File: config.mk
export PLATFORM = sky130hd
export DESIGN_NAME = hilbert_point_to_index_flat
export DESIGN_NICKNAME = d
export VERILOG_FILES = /design/src/sv/hpi_pkg.sv /design/src/sv/hpi_if.sv /design/src/sv/hpi_undo_stage.sv /design/src/sv/hpi_gray_stage.sv /design/src/sv/hpi_pack_stage.sv /design/src/sv/hilbert_point_to_index.sv /design/src/flat_wrapper.sv
export SDC_FILE = /design/constraint.sdc
export NUM_CORES = 2
export LEC_CHECK = 0
export BUFFER_PORTS_ARGS = -buffer_cell sky130_fd_sc_hd__buf_2
export CORE_UTILIZATION = 40
export DETAILED_ROUTE_END_ITERATION = 12
export PLACE_DENSITY = 0.59
export SYNTH_ARGS = -nofsm -noshare
export SYNTH_HDL_FRONTEND = slang
export SYNTH_SLANG_ARGS = --single-unit
File: constraint.sdc
create_clock -name clk -period 7.8 [get_ports clk]
set_input_delay 0.39 -clock clk [delete_from_list [all_inputs] [get_ports clk]]
set_output_delay 0.39 -clock clk [all_outputs]
set_load 0.05 [all_outputs]
File: src/sv/hpi_pkg.sv
// ----------------------------------------------------------------------------
// Hilbert point-to-index package
// Shared widths, register indexes, defaults and the configuration struct.
// ----------------------------------------------------------------------------
package hpi_pkg;

  localparam int HPI_COORD_W    = 15;
  localparam int HPI_NUM_COORDS = 4;
  localparam int HPI_INDEX_W    = 60;
  localparam int HPI_CFG_W      = 4;
  localparam int HPI_CFG_IDX_W  = 1;

  localparam int HPI_MAX_DIMS  = 4;
  localparam int HPI_MAX_ORDER = 15;

  localparam logic [HPI_CFG_IDX_W-1:0] CFG_ORDER_BITS  = 1'b0;
  localparam logic [HPI_CFG_IDX_W-1:0] CFG_DIMS_IN_USE = 1'b1;

  localparam logic [3:0] ORDER_RESET = 4'd15;
  localparam logic [2:0] DIMS_RESET  = 3'd2;

  // Effective (clamped) curve order and dimension count.
  typedef struct packed {
    logic [3:0] order;
    logic [2:0] dims;
  } hpi_cfg_t;

endpackage

File: src/sv/hpi_if.sv
// ----------------------------------------------------------------------------
// Hilbert point-to-index channels
// Valid/ready channels for input points and output curve positions.
// ----------------------------------------------------------------------------
interface hpi_point_if;
  logic                           valid;
  logic                           ready;
  logic [hpi_pkg::HPI_COORD_W-1:0] coord_0;
  logic [hpi_pkg::HPI_COORD_W-1:0] coord_1;
  logic [hpi_pkg::HPI_COORD_W-1:0] coord_2;
  logic [hpi_pkg::HPI_COORD_W-1:0] coord_3;

  modport source (output valid, coord_0, coord_1, coord_2, coord_3, input ready);
  modport sink   (input valid, coord_0, coord_1, coord_2, coord_3, output ready);
endinterface

interface hpi_index_if;
  logic                           valid;
  logic                           ready;
  logic [hpi_pkg::HPI_INDEX_W-1:0] hilbert_index;

  modport source (output valid, hilbert_index, input ready);
  modport sink   (input valid, hilbert_index, output ready);
endinterface

File: src/sv/hpi_undo_stage.sv
// ----------------------------------------------------------------------------
// Hilbert undo stage
// One bit level of the inverse-undo pass, registered, with valid/ready.
// ----------------------------------------------------------------------------
module hpi_undo_stage #(
  parameter int MAX_DIMS  = hpi_pkg::HPI_MAX_DIMS,
  parameter int MAX_ORDER = hpi_pkg::HPI_MAX_ORDER,
  parameter int LEVEL     = 1
) (
  input  logic                                clk,
  input  logic                                rst_n,
  input  hpi_pkg::hpi_cfg_t                   cfg,
  input  logic                                valid_i,
  output logic                                ready_o,
  input  logic [MAX_DIMS-1:0][MAX_ORDER-1:0]  data_i,
  output logic                                valid_o,
  input  logic                                ready_i,
  output logic [MAX_DIMS-1:0][MAX_ORDER-1:0]  data_o
);

  localparam logic [MAX_ORDER-1:0] LOW_MASK = MAX_ORDER'((1 << LEVEL) - 1);

  logic                               valid_r;
  logic [MAX_DIMS-1:0][MAX_ORDER-1:0] data_r;
  logic [MAX_DIMS-1:0][MAX_ORDER-1:0] data_nxt;
  logic [MAX_ORDER-1:0]               swap;

  always_comb begin
    data_nxt = data_i;
    swap     = '0;
    if (LEVEL < int'(cfg.order)) begin
      for (int i = 0; i < MAX_DIMS; i++) begin
        if (i < int'(cfg.dims)) begin
          if (data_nxt[i][LEVEL]) begin
            data_nxt[0] = data_nxt[0] ^ LOW_MASK;
          end else begin
            swap        = (data_nxt[0] ^ data_nxt[i]) & LOW_MASK;
            data_nxt[0] = data_nxt[0] ^ swap;
            data_nxt[i] = data_nxt[i] ^ swap;
          end
        end
      end
    end
  end

  assign ready_o = !valid_r || ready_i;
  assign valid_o = valid_r;
  assign data_o  = data_r;

  always_ff @(posedge clk) begin
    if (!rst_n) begin
      valid_r <= 1'b0;
    end else if (ready_o) begin
      valid_r <= valid_i;
    end
  end

  always_ff @(posedge clk) begin
    if (ready_o && valid_i) begin
      data_r <= data_nxt;
    end
  end

endmodule

File: src/sv/hpi_gray_stage.sv
// ----------------------------------------------------------------------------
// Hilbert Gray stage
// Gray encode across the coordinates and the closing correction mask.
// ----------------------------------------------------------------------------
module hpi_gray_stage #(
  parameter int MAX_DIMS  = hpi_pkg::HPI_MAX_DIMS,
  parameter int MAX_ORDER = hpi_pkg::HPI_MAX_ORDER
) (
  input  logic                                clk,
  input  logic                                rst_n,
  input  hpi_pkg::hpi_cfg_t                   cfg,
  input  logic                                valid_i,
  output logic                                ready_o,
  input  logic [MAX_DIMS-1:0][MAX_ORDER-1:0]  data_i,
  output logic                                valid_o,
  input  logic                                ready_i,
  output logic [MAX_DIMS-1:0][MAX_ORDER-1:0]  data_o
);

  logic                               valid_r;
  logic [MAX_DIMS-1:0][MAX_ORDER-1:0] data_r;
  logic [MAX_DIMS-1:0][MAX_ORDER-1:0] gray;
  logic [MAX_DIMS-1:0][MAX_ORDER-1:0] data_nxt;
  logic [MAX_ORDER-1:0]               last;
  logic [MAX_ORDER-1:0]               corr;

  always_comb begin
    gray = data_i;
    for (int i = 1; i < MAX_DIMS; i++) begin
      if (i < int'(cfg.dims)) begin
        gray[i] = gray[i] ^ gray[i-1];
      end
    end

    last = '0;
    for (int i = 0; i < MAX_DIMS; i++) begin
      if (i + 1 == int'(cfg.dims)) begin
        last = gray[i];
      end
    end

    // Each correction bit is the parity of the last coordinate above it.
    corr = '0;
    for (int j = 0; j < MAX_ORDER - 1; j++) begin
      corr[j] = ^(last & ~MAX_ORDER'((2 << j) - 1));
    end

    data_nxt = gray;
    for (int i = 0; i < MAX_DIMS; i++) begin
      if (i < int'(cfg.dims)) begin
        data_nxt[i] = gray[i] ^ corr;
      end
    end
  end

  assign ready_o = !valid_r || ready_i;
  assign valid_o = valid_r;
  assign data_o  = data_r;

  always_ff @(posedge clk) begin
    if (!rst_n) begin
      valid_r <= 1'b0;
    end else if (ready_o) begin
      valid_r <= valid_i;
    end
  end

  always_ff @(posedge clk) begin
    if (ready_o && valid_i) begin
      data_r <= data_nxt;
    end
  end

endmodule

File: src/sv/hpi_pack_stage.sv
// ----------------------------------------------------------------------------
// Hilbert pack stage
// Interleaves the transposed bits MSB-first into the index; output register.
// ----------------------------------------------------------------------------
module hpi_pack_stage #(
  parameter int MAX_DIMS  = hpi_pkg::HPI_MAX_DIMS,
  parameter int MAX_ORDER = hpi_pkg::HPI_MAX_ORDER
) (
  input  logic                                clk,
  input  logic                                rst_n,
  input  hpi_pkg::hpi_cfg_t                   cfg,
  input  logic                                valid_i,
  output logic                                ready_o,
  input  logic [MAX_DIMS-1:0][MAX_ORDER-1:0]  data_i,
  output logic                                valid_o,
  input  logic                                ready_i,
  output logic [MAX_DIMS*MAX_ORDER-1:0]       index_o
);

  localparam int IDX_W = MAX_DIMS * MAX_ORDER;

  logic                          valid_r;
  logic [IDX_W-1:0]              index_r;
  logic [IDX_W-1:0]              index_nxt;
  logic [MAX_DIMS-1:0][IDX_W-1:0] cand;

  // Bits above the curve order are zero, so only the dimension count
  // changes the bit placement; one fixed wiring per count.
  always_comb begin
    cand = '0;
    for (int nv = 1; nv <= MAX_DIMS; nv++) begin
      for (int lvl = 0; lvl < MAX_ORDER; lvl++) begin
        for (int i = 0; i < nv; i++) begin
          cand[nv-1][lvl*nv + nv - 1 - i] = data_i[i][lvl];
        end
      end
    end
    index_nxt = '0;
    for (int nv = 1; nv <= MAX_DIMS; nv++) begin
      if (int'(cfg.dims) == nv) begin
        index_nxt = cand[nv-1];
      end
    end
  end

  assign ready_o = !valid_r || ready_i;
  assign valid_o = valid_r;
  assign index_o = index_r;

  always_ff @(posedge clk) begin
    if (!rst_n) begin
      valid_r <= 1'b0;
    end else if (ready_o) begin
      valid_r <= valid_i;
    end
  end

  always_ff @(posedge clk) begin
    if (ready_o && valid_i) begin
      index_r <= index_nxt;
    end
  end

endmodule

File: src/sv/hilbert_point_to_index.sv
// ----------------------------------------------------------------------------
// Hilbert point-to-index converter
// Maps a point of up to four coordinates to its position on a Hilbert curve.
// ----------------------------------------------------------------------------
// The block takes one point per clock cycle, unless the input is held off,
// and returns its Hilbert index through a chain of registered stages: one
// pipeline stage per bit level of the undo pass, one for the Gray encode and
// correction, and one output register for the bit interleave. Every stage
// can hold a beat while the output is stalled, and bubbles close up, so the
// input is only held off when all stages are full and the output is not
// taken. Configuration is read directly by every stage and must only be
// written while the pipeline is empty.
module hilbert_point_to_index #(
  parameter int MAX_DIMS  = hpi_pkg::HPI_MAX_DIMS,
  parameter int MAX_ORDER = hpi_pkg::HPI_MAX_ORDER
) (
  input  logic                               clk,
  input  logic                               rst_n,
  hpi_point_if.sink                          in_point,
  hpi_index_if.source                        out_index,
  input  logic                               cfg_we,
  input  logic [hpi_pkg::HPI_CFG_IDX_W-1:0]  cfg_index,
  input  logic [hpi_pkg::HPI_CFG_W-1:0]      cfg_wdata
);

  localparam int IDX_W = MAX_DIMS * MAX_ORDER;

  logic [3:0]        order_r;
  logic [2:0]        dims_r;
  hpi_pkg::hpi_cfg_t cfg;

  logic [hpi_pkg::HPI_NUM_COORDS-1:0][hpi_pkg::HPI_COORD_W-1:0] coords;
  logic [MAX_ORDER-1:0]                                         cmask;
  logic [MAX_DIMS-1:0][MAX_ORDER-1:0]                           point_in;

  logic [MAX_ORDER-1:0]               stg_valid;
  logic [MAX_ORDER-1:0]               stg_ready;
  logic [MAX_DIMS-1:0][MAX_ORDER-1:0] stg_data [MAX_ORDER];

  logic                               gray_valid;
  logic                               gray_ready;
  logic [MAX_DIMS-1:0][MAX_ORDER-1:0] gray_data;
  logic                               pack_ready;
  logic [IDX_W-1:0]                   index;

  always_ff @(posedge clk) begin
    if (!rst_n) begin
      order_r <= hpi_pkg::ORDER_RESET;
      dims_r  <= hpi_pkg::DIMS_RESET;
    end else if (cfg_we) begin
      unique case (cfg_index)
        hpi_pkg::CFG_ORDER_BITS:  order_r <= cfg_wdata[3:0];
        hpi_pkg::CFG_DIMS_IN_USE: dims_r  <= cfg_wdata[2:0];
        default: ;
      endcase
    end
  end

  always_comb begin
    cfg.order = order_r;
    if (order_r == 4'd0) begin
      cfg.order = 4'd1;
    end else if (int'(order_r) > MAX_ORDER) begin
      cfg.order = 4'(MAX_ORDER);
    end
    cfg.dims = dims_r;
    if (dims_r == 3'd0) begin
      cfg.dims = 3'd1;
    end else if (int'(dims_r) > MAX_DIMS) begin
      cfg.dims = 3'(MAX_DIMS);
    end
  end

  assign coords = {in_point.coord_3, in_point.coord_2, in_point.coord_1, in_point.coord_0};

  always_comb begin
    for (int j = 0; j < MAX_ORDER; j++) begin
      cmask[j] = (j < int'(cfg.order));
    end
    for (int i = 0; i < MAX_DIMS; i++) begin
      point_in[i] = (i < int'(cfg.dims)) ? (coords[i][MAX_ORDER-1:0] & cmask) : '0;
    end
  end

  assign stg_data[0]    = point_in;
  assign stg_valid[0]   = in_point.valid;
  assign in_point.ready = stg_ready[0];

  for (genvar k = 1; k < MAX_ORDER; k++) begin : g_undo
    hpi_undo_stage #(
      .MAX_DIMS  (MAX_DIMS),
      .MAX_ORDER (MAX_ORDER),
      .LEVEL     (MAX_ORDER - k)
    ) u_undo (
      .clk     (clk),
      .rst_n   (rst_n),
      .cfg     (cfg),
      .valid_i (stg_valid[k-1]),
      .ready_o (stg_ready[k-1]),
      .data_i  (stg_data[k-1]),
      .valid_o (stg_valid[k]),
      .ready_i (stg_ready[k]),
      .data_o  (stg_data[k])
    );
  end

  hpi_gray_stage #(
    .MAX_DIMS  (MAX_DIMS),
    .MAX_ORDER (MAX_ORDER)
  ) u_gray (
    .clk     (clk),
    .rst_n   (rst_n),
    .cfg     (cfg),
    .valid_i (stg_valid[MAX_ORDER-1]),
    .ready_o (stg_ready[MAX_ORDER-1]),
    .data_i  (stg_data[MAX_ORDER-1]),
    .valid_o (gray_valid),
    .ready_i (gray_ready),
    .data_o  (gray_data)
  );

  hpi_pack_stage #(
    .MAX_DIMS  (MAX_DIMS),
    .MAX_ORDER (MAX_ORDER)
  ) u_pack (
    .clk     (clk),
    .rst_n   (rst_n),
    .cfg     (cfg),
    .valid_i (gray_valid),
    .ready_o (gray_ready),
    .data_i  (gray_data),
    .valid_o (out_index.valid),
    .ready_i (pack_ready),
    .index_o (index)
  );

  assign pack_ready              = out_index.ready;
  assign out_index.hilbert_index = hpi_pkg::HPI_INDEX_W'(index);

  // Unused index bits above order times dimensions stay clear.
  a_index_width: assert property (@(posedge clk) disable iff (!rst_n)
    out_index.valid |->
      ((out_index.hilbert_index >> (int'(cfg.order) * int'(cfg.dims))) == '0))
    else $error("hilbert index has bits above the curve width");

  // The input is only held off when the whole pipeline is backed up.
  a_no_false_stall: assert property (@(posedge clk) disable iff (!rst_n)
    !in_point.ready |-> (out_index.valid && !out_index.ready && gray_valid))
    else $error("input stalled while the pipeline has room");

  // An output beat can only appear after something entered the Gray stage.
  a_out_source: assert property (@(posedge clk) disable iff (!rst_n)
    $rose(out_index.valid) |-> $past(gray_valid))
    else $error("output beat without a preceding stage beat");

  // Reset leaves the default curve configuration.
  a_cfg_reset: assert property (@(posedge clk)
    (rst_n && $past(!rst_n)) |->
      (order_r == hpi_pkg::ORDER_RESET && dims_r == hpi_pkg::DIMS_RESET))
    else $error("configuration not at reset values");

endmodule
File: src/flat_wrapper.sv
// flat-port wrapper written by rule: the top's interface ports become plain ports
module hilbert_point_to_index_flat 
#(
  parameter int MAX_DIMS  = hpi_pkg::HPI_MAX_DIMS,
  parameter int MAX_ORDER = hpi_pkg::HPI_MAX_ORDER
)
  (clk, rst_n, cfg_we, cfg_index, cfg_wdata, in_point_valid, in_point_coord_0, in_point_coord_1, in_point_coord_2, in_point_coord_3, in_point_ready, out_index_valid, out_index_hilbert_index, out_index_ready);
  hpi_point_if in_point_i ();
  hpi_index_if out_index_i ();
  input  logic clk;
  input  logic rst_n;
  input  logic cfg_we;
  input  logic [hpi_pkg::HPI_CFG_IDX_W-1:0] cfg_index;
  input  logic [hpi_pkg::HPI_CFG_W-1:0] cfg_wdata;
  input wire logic [$bits(in_point_i.valid)-1:0] in_point_valid;
  input wire logic [$bits(in_point_i.coord_0)-1:0] in_point_coord_0;
  input wire logic [$bits(in_point_i.coord_1)-1:0] in_point_coord_1;
  input wire logic [$bits(in_point_i.coord_2)-1:0] in_point_coord_2;
  input wire logic [$bits(in_point_i.coord_3)-1:0] in_point_coord_3;
  output wire logic [$bits(in_point_i.ready)-1:0] in_point_ready;
  output wire logic [$bits(out_index_i.valid)-1:0] out_index_valid;
  output wire logic [$bits(out_index_i.hilbert_index)-1:0] out_index_hilbert_index;
  input wire logic [$bits(out_index_i.ready)-1:0] out_index_ready;
  assign in_point_i.valid = in_point_valid;
  assign in_point_i.coord_0 = in_point_coord_0;
  assign in_point_i.coord_1 = in_point_coord_1;
  assign in_point_i.coord_2 = in_point_coord_2;
  assign in_point_i.coord_3 = in_point_coord_3;
  assign in_point_ready = in_point_i.ready;
  assign out_index_valid = out_index_i.valid;
  assign out_index_hilbert_index = out_index_i.hilbert_index;
  assign out_index_i.ready = out_index_ready;
  hilbert_point_to_index #(.MAX_DIMS(MAX_DIMS), .MAX_ORDER(MAX_ORDER)) u_core (.clk(clk), .rst_n(rst_n), .in_point(in_point_i), .out_index(out_index_i), .cfg_we(cfg_we), .cfg_index(cfg_index), .cfg_wdata(cfg_wdata));
endmodule
; ---- Word-level counts from Yosys, hierarchy flattened
; Index checks and enable logic that the tools add are counted.
[totals]
elab_cells = 669
output_inout_bits = 62
register_bits = 983
[op_classes]
n_lt_le_gt_ge = 20
reduce_logical = 66
bitwise = 236
muxes = 260
n_eq_ne = 8
[ops]
columns = cell, count
row1 = two-way mux 15 bit, 212
row2 = two-way mux 60 bit, 17
row3 = two-way mux 30 bit, 28
row4 = parity 15 bit, 14
row5 = XOR 15 x 14 -> 15 bit, 12
row6 = XOR 15 x 1 -> 15 bit, 8
row7 = XOR 15 x 10 -> 15 bit, 8
row8 = XOR 15 x 11 -> 15 bit, 8
row9 = XOR 15 x 12 -> 15 bit, 8
row10 = XOR 15 x 13 -> 15 bit, 8
row11 = XOR 15 x 2 -> 15 bit, 8
row12 = XOR 15 x 3 -> 15 bit, 8
row13 = XOR 15 x 4 -> 15 bit, 8
row14 = XOR 15 x 5 -> 15 bit, 8
row15 = XOR 15 x 6 -> 15 bit, 8
row16 = XOR 15 x 7 -> 15 bit, 8
row17 = XOR 15 x 8 -> 15 bit, 8
row18 = XOR 15 x 9 -> 15 bit, 8
row19 = bitwise AND 15 bit, 4
row20 = inverter 14 bit, 4
row21 = XOR 14 bit, 4
row22 = inverter 13 bit, 4
row23 = XOR 13 bit, 4
row24 = inverter 12 bit, 4
row25 = 43 further kinds, 179

; ---- Logic depth before layout (Yosys ltp)
[depth]
word_depth = 26
depth_mapped = 13

; ---- By module
; A second synthesis with hierarchy kept.
[unflattened]
cells_unflattened = 4711
area_unflattened_um2 = 54360.9
[modules_own_cells]
columns = module, cells_each, seq_area_each_um2, area_per_inst_um2, n_inst
row1 = hpi_gray_stage, 460, 1821.7, 4765.8, 1
row2 = hpi_undo_stage at u_core.g_undo[1].u_undo, 437, 1821.7, 4304.1, 1
row3 = hpi_undo_stage at u_core.g_undo[4].u_undo, 396, 1821.7, 4100.2, 1
row4 = hpi_undo_stage at u_core.g_undo[3].u_undo, 422, 1821.7, 4046.4, 1
row5 = hpi_undo_stage at u_core.g_undo[2].u_undo, 332, 1821.7, 3752.3, 1
row6 = hpi_undo_stage at u_core.g_undo[5].u_undo, 342, 1821.7, 3639.7, 1
row7 = hpi_undo_stage at u_core.g_undo[6].u_undo, 310, 1821.7, 3463.3, 1
row8 = hpi_undo_stage at u_core.g_undo[8].u_undo, 311, 1821.7, 3419.5, 1
row9 = hpi_undo_stage at u_core.g_undo[7].u_undo, 300, 1821.7, 3358.2, 1
row10 = hpi_pack_stage, 211, 1821.7, 3105.5, 1
row11 = hpi_undo_stage at u_core.g_undo[10].u_undo, 241, 1821.7, 2986.6, 1
row12 = hpi_undo_stage at u_core.g_undo[9].u_undo, 229, 1821.7, 2921.6, 1
row13 = hpi_undo_stage at u_core.g_undo[11].u_undo, 192, 1821.7, 2656.3, 1
row14 = hpi_undo_stage at u_core.g_undo[12].u_undo, 173, 1821.7, 2595.0, 1
row15 = 3 more rows, --, --, --, --

; ---- Worst setup path before layout
; No wires, ideal clock.
[synth_timing]
path_kind = reg-to-reg
start = reg u_core.u_pack.valid_r (netlist: u_core.u_pack.valid_o)
end = reg u_core.g_undo[3].u_undo.data_r, in the netlist u_core.g_undo[3].u_undo.data_o[0] (enable)
required_ns = 7.230
path_slack_ns = 1.302
path_buffers = 0
arrival_time_ns = 5.928
path_stages_with_launch = 7
path_cell_list = dfxtp_1 > nor2b_1 > and3_1 > and3_1 > and2_1 > and4_1 > a21boi_0
[synth_between]
elab_chain_len = 16
[synth_lines]
columns = item, line
row1 = "start, declared", hpi_pack_stage.sv:22  ; logic valid_r;
row2 = "start signal, assigned", hpi_pack_stage.sv:54  ; valid_r <= valid_i;
row3 = zero test 1 bit, hpi_pack_stage.sv:46  ; assign ready_o = !valid_r || ready_i;
row4 = logical OR 1 bit, hpi_pack_stage.sv:46
row5 = logical OR 1 bit, hpi_gray_stage.sv:56  ; assign ready_o = !valid_r || ready_i;
row6 = logical OR 1 bit (12 in a row), hpi_undo_stage.sv:46  ; assign ready_o = !valid_r || ready_i;
row7 = logical AND 1 bit, hpi_undo_stage.sv:59  ; if (ready_o && valid_i) begin
row8 = "end signal, assigned", hpi_undo_stage.sv:60  ; data_r <= data_nxt;
row9 = "end, declared", hpi_undo_stage.sv:24  ; logic [MAX_DIMS-1:0][MAX_ORDER-1:0] data_r;
; Every way passes these cells.
; A chain may end at the register's enable or synchronous reset.

==> impl_metrics.csv <==
group,metric,value,unit
outcome,run_status,"complete, no violations",
global_route,grtUsageMet3,2.73,%
job,drv_cap,0,
die,die_area,116000,um2
drt,drt_iter0_drc,2582,
placed_design,place_congestion,0.896,
setup_path,worst-path-max-fanout,41,
yosys,ys.warnings.count,0,
sta,rsz0062_at_grt,"no",
power,combPwrFrac,11.1,%
setup_path,required,8.22,ns
global_route,grt_pass1_wl,169,mm
sta,tns,0,ns
clock_tree,post-cts-setup-buffer-count,0,
cells_and_area,post_route_cells_drive_above_1_share,12.8,%
placed_design,detailed_place_hpwl,75.5,mm
power,fin_total_pwr,12100,uW
setup_path,critPathLaunchType,"flip-flop",
drt,route.antenna.remaining_nets,0,
yosys,synth-seq-area-share,63.9,%
power,clock_power_share,39.3,%
power,p_sw,2980,uW
drt,vias,29633,
cells_and_area,mostFrequentLayoutCells,"edfxtp_1 (960), a21oi_1 (445), nor2_1 (390)",
yosys,synth_nets,3851,
yosys,syn_inst,3781,
hold_path,hold_class,"in -> reg",
power,ir_drop,0.181,mV
power,leakagePower,0.0168,uW
placed_design,pre_cts_ws,3.61,ns
die,core-area,113000,um2
global_route,grt_util_met2,31.5,%
power,intPower,9130,uW
placed_design,numPortBuffers,131,
sta,hold_viol,0,
cells_and_area,area_growth,12.5,%
yosys,synth_seq_cells,983,
placed_design,placed_cell_area,48200,um2
yosys,synth_edf_count,960,
sta,hold_slack,0.0846,ns
drt,viasPerCell,5.46,
global_route,busiest_layer,"met2",
global_route,grt_pass1_vias,27996,
drt,drt_pre_antenna_iters,6,
die,die_h,341,um
die,num_io_pins,132,
sta,max_slew_margin,15.0,%
drt,routedWlPerCell,20.5,um
cells_and_area,finalNetCount,3911,
clock_tree,htree_levels,3,
power,swShare,24.6,%
power,power_density,235,nW/um2
clock_tree,tritoncts.num_buffers,102,
setup_path,cp_data_arrival_time,4.57,ns
cells_and_area,final_common_cell,"edfxtp_1",
power,power_frac_seq,49.6,%
global_route,grt_max_degree,172,
setup_path,path_class,"reg -> reg",
sta,setup_violations,0,
sta,finalClockSkew,0.0498,ns
clock_tree,clk_pin_slew,0.06,ns
cells_and_area,fin_area,51600,um2
sta,worst_pin_slew,1.27,ns
yosys,netlist_area,45800,um2
sta,finalMaxSlewViolations,0,
clock_tree,cts.sinks,983,
drt,drcViolationCount,0,
global_route,grt.met1_usage,25.4,%
sta,min_period,4.15,ns
yosys,avgSynthCellArea,12.1,um2
yosys,synthFlopType,"edfxtp_1",
global_route,grt_overflow,0,
global_route,antenna_found_initial,2,
drt,wl,111,mm
die,rows,123,
sta,fin_crit_sh,53.2,%
die,dieWidth,341,um
setup_path,end_kind,"flip-flop",
clock_tree,root_buffer,"clkbuf_16",
yosys,synth_async_sr_flop_share,0,%
sta,max_freq,241,MHz
die,start_util,40.5,%
sta,fin_ws,3.65,ns
clock_tree,clk_latency,0.69,ns
yosys,ys_types,64,
clock_tree,cts_tree,"built",
global_route,grt.total_usage,18.9,%
clock_tree,cts.path.max_buffers,3,
## critical path: stages (launching register included)
cell,delay [ns]
dfxtp_4,0.50
buf_4,0.44
inv_2,0.22
buf_4,0.37
nand2_1,0.13
a21oi_1,0.07
nor4_4,0.66
xnor2_2,0.34
xnor3_1,0.60
xnor2_1,0.24
nand2_1,0.10
xnor2_1,0.16
## power groups by stage
stage               clock network (uW)  registers [uW]  logic [uW]
finish                            4760            6000        1350
global route                      5080            6010        1490
CTS                               4880            6000        1340
detailed placement                   0            6110        1330
global placement                     0            6110        1320
floorplan                            0            6060        1020
## path summary, 6_finish.rpt
kind                                            startpoint                                             to  slack [ns]  depth (start not counted)
max                          u_core.dims_r[2]$_SDFFE_PN0P_             u_core.u_gray.data_o[18]$_DFFE_PP_        3.65                         11
min                                                  rst_n                 u_core.order_r[1]$_SDFFE_PN1P_        0.08                          2
max reg2reg                  u_core.dims_r[2]$_SDFFE_PN0P_             u_core.u_gray.data_o[18]$_DFFE_PP_        3.65                         11
min reg2reg  u_core.g_undo[11].u_undo.data_o[55]$_DFFE_PP_  u_core.g_undo[12].u_undo.data_o[55]$_DFFE_PP_        0.40                          0
## cells by family (layout without fill, tap and decap cells)
family,after synthesis,after routing,share of synthesized area (%)
DFF,983,983,63.9
xor gates and xnor gates,293,293,6.10
and+or+nand+nor,985,985,9.71
AOI/OAI and AO/OA,1011,1011,12.7
buffers and inverters,277,423,2.29
muxes,232,232,5.32
other,0,1,0
## registers in the layout, summed over array words and instances, names as in the netlist
name and flops:
u_core.u_gray.data_o 60, u_core.u_gray.valid_o 1, u_core.dims_r 3, u_core.g_undo.u_undo.valid_o 14, u_core.u_pack.valid_o 1, u_core.order_r 4, u_core.u_pack.index_o 60, u_core.g_undo.u_undo.data_o 840
## Yosys cell counts (all sizes together), types with 100 or more instances
library cell	count	area, um2
edfxtp	960	28800
a21oi	447	2240
nor2	392	1470
o21ai	243	1220
xnor2	240	2170
nand2	236	886
clkbuf	206	773
mux2i	137	1370
nand3	117	586
nor2b	112	701
a31oi	100	626
## layer usage
layer,share of wire [%],vias up
met5,0,-
met4,3.0,0
met3,5.3,197
met2,48,907
met1,44,14364
li1,-,14165
## repair_timing
| item | 4_1_cts | 5_1_grt |
|---|---|---|
| hold buffers | 5 | 0 |
| hold endpoints to repair | 5 | 0 |
| gates resized for setup | 0 | 0 |
## through the flow
stage / instances / utilization, %
after global routing: 5427 / 45.6
after detailed placement: 5232 / 42.6
final: 5428 / 45.6
after floorplan: 3781 / -
after CTS: 5427 / 45.6
after global placement: 5232 / 42.6
## layout make-up
cell class	instances	area, um2
Sequential cell	983	29300
Antenna cell	1	2.50
Tap cell	1500	1880
Inverter	32	120
Clock inverter	67	609
Clock buffer	123	2710
Timing Repair Buffer	201	1220
Multi-Input combinational cell	2521	15700
Fill cell	10173	61600
No activity file was read; power rests on OpenSTA's default activity.
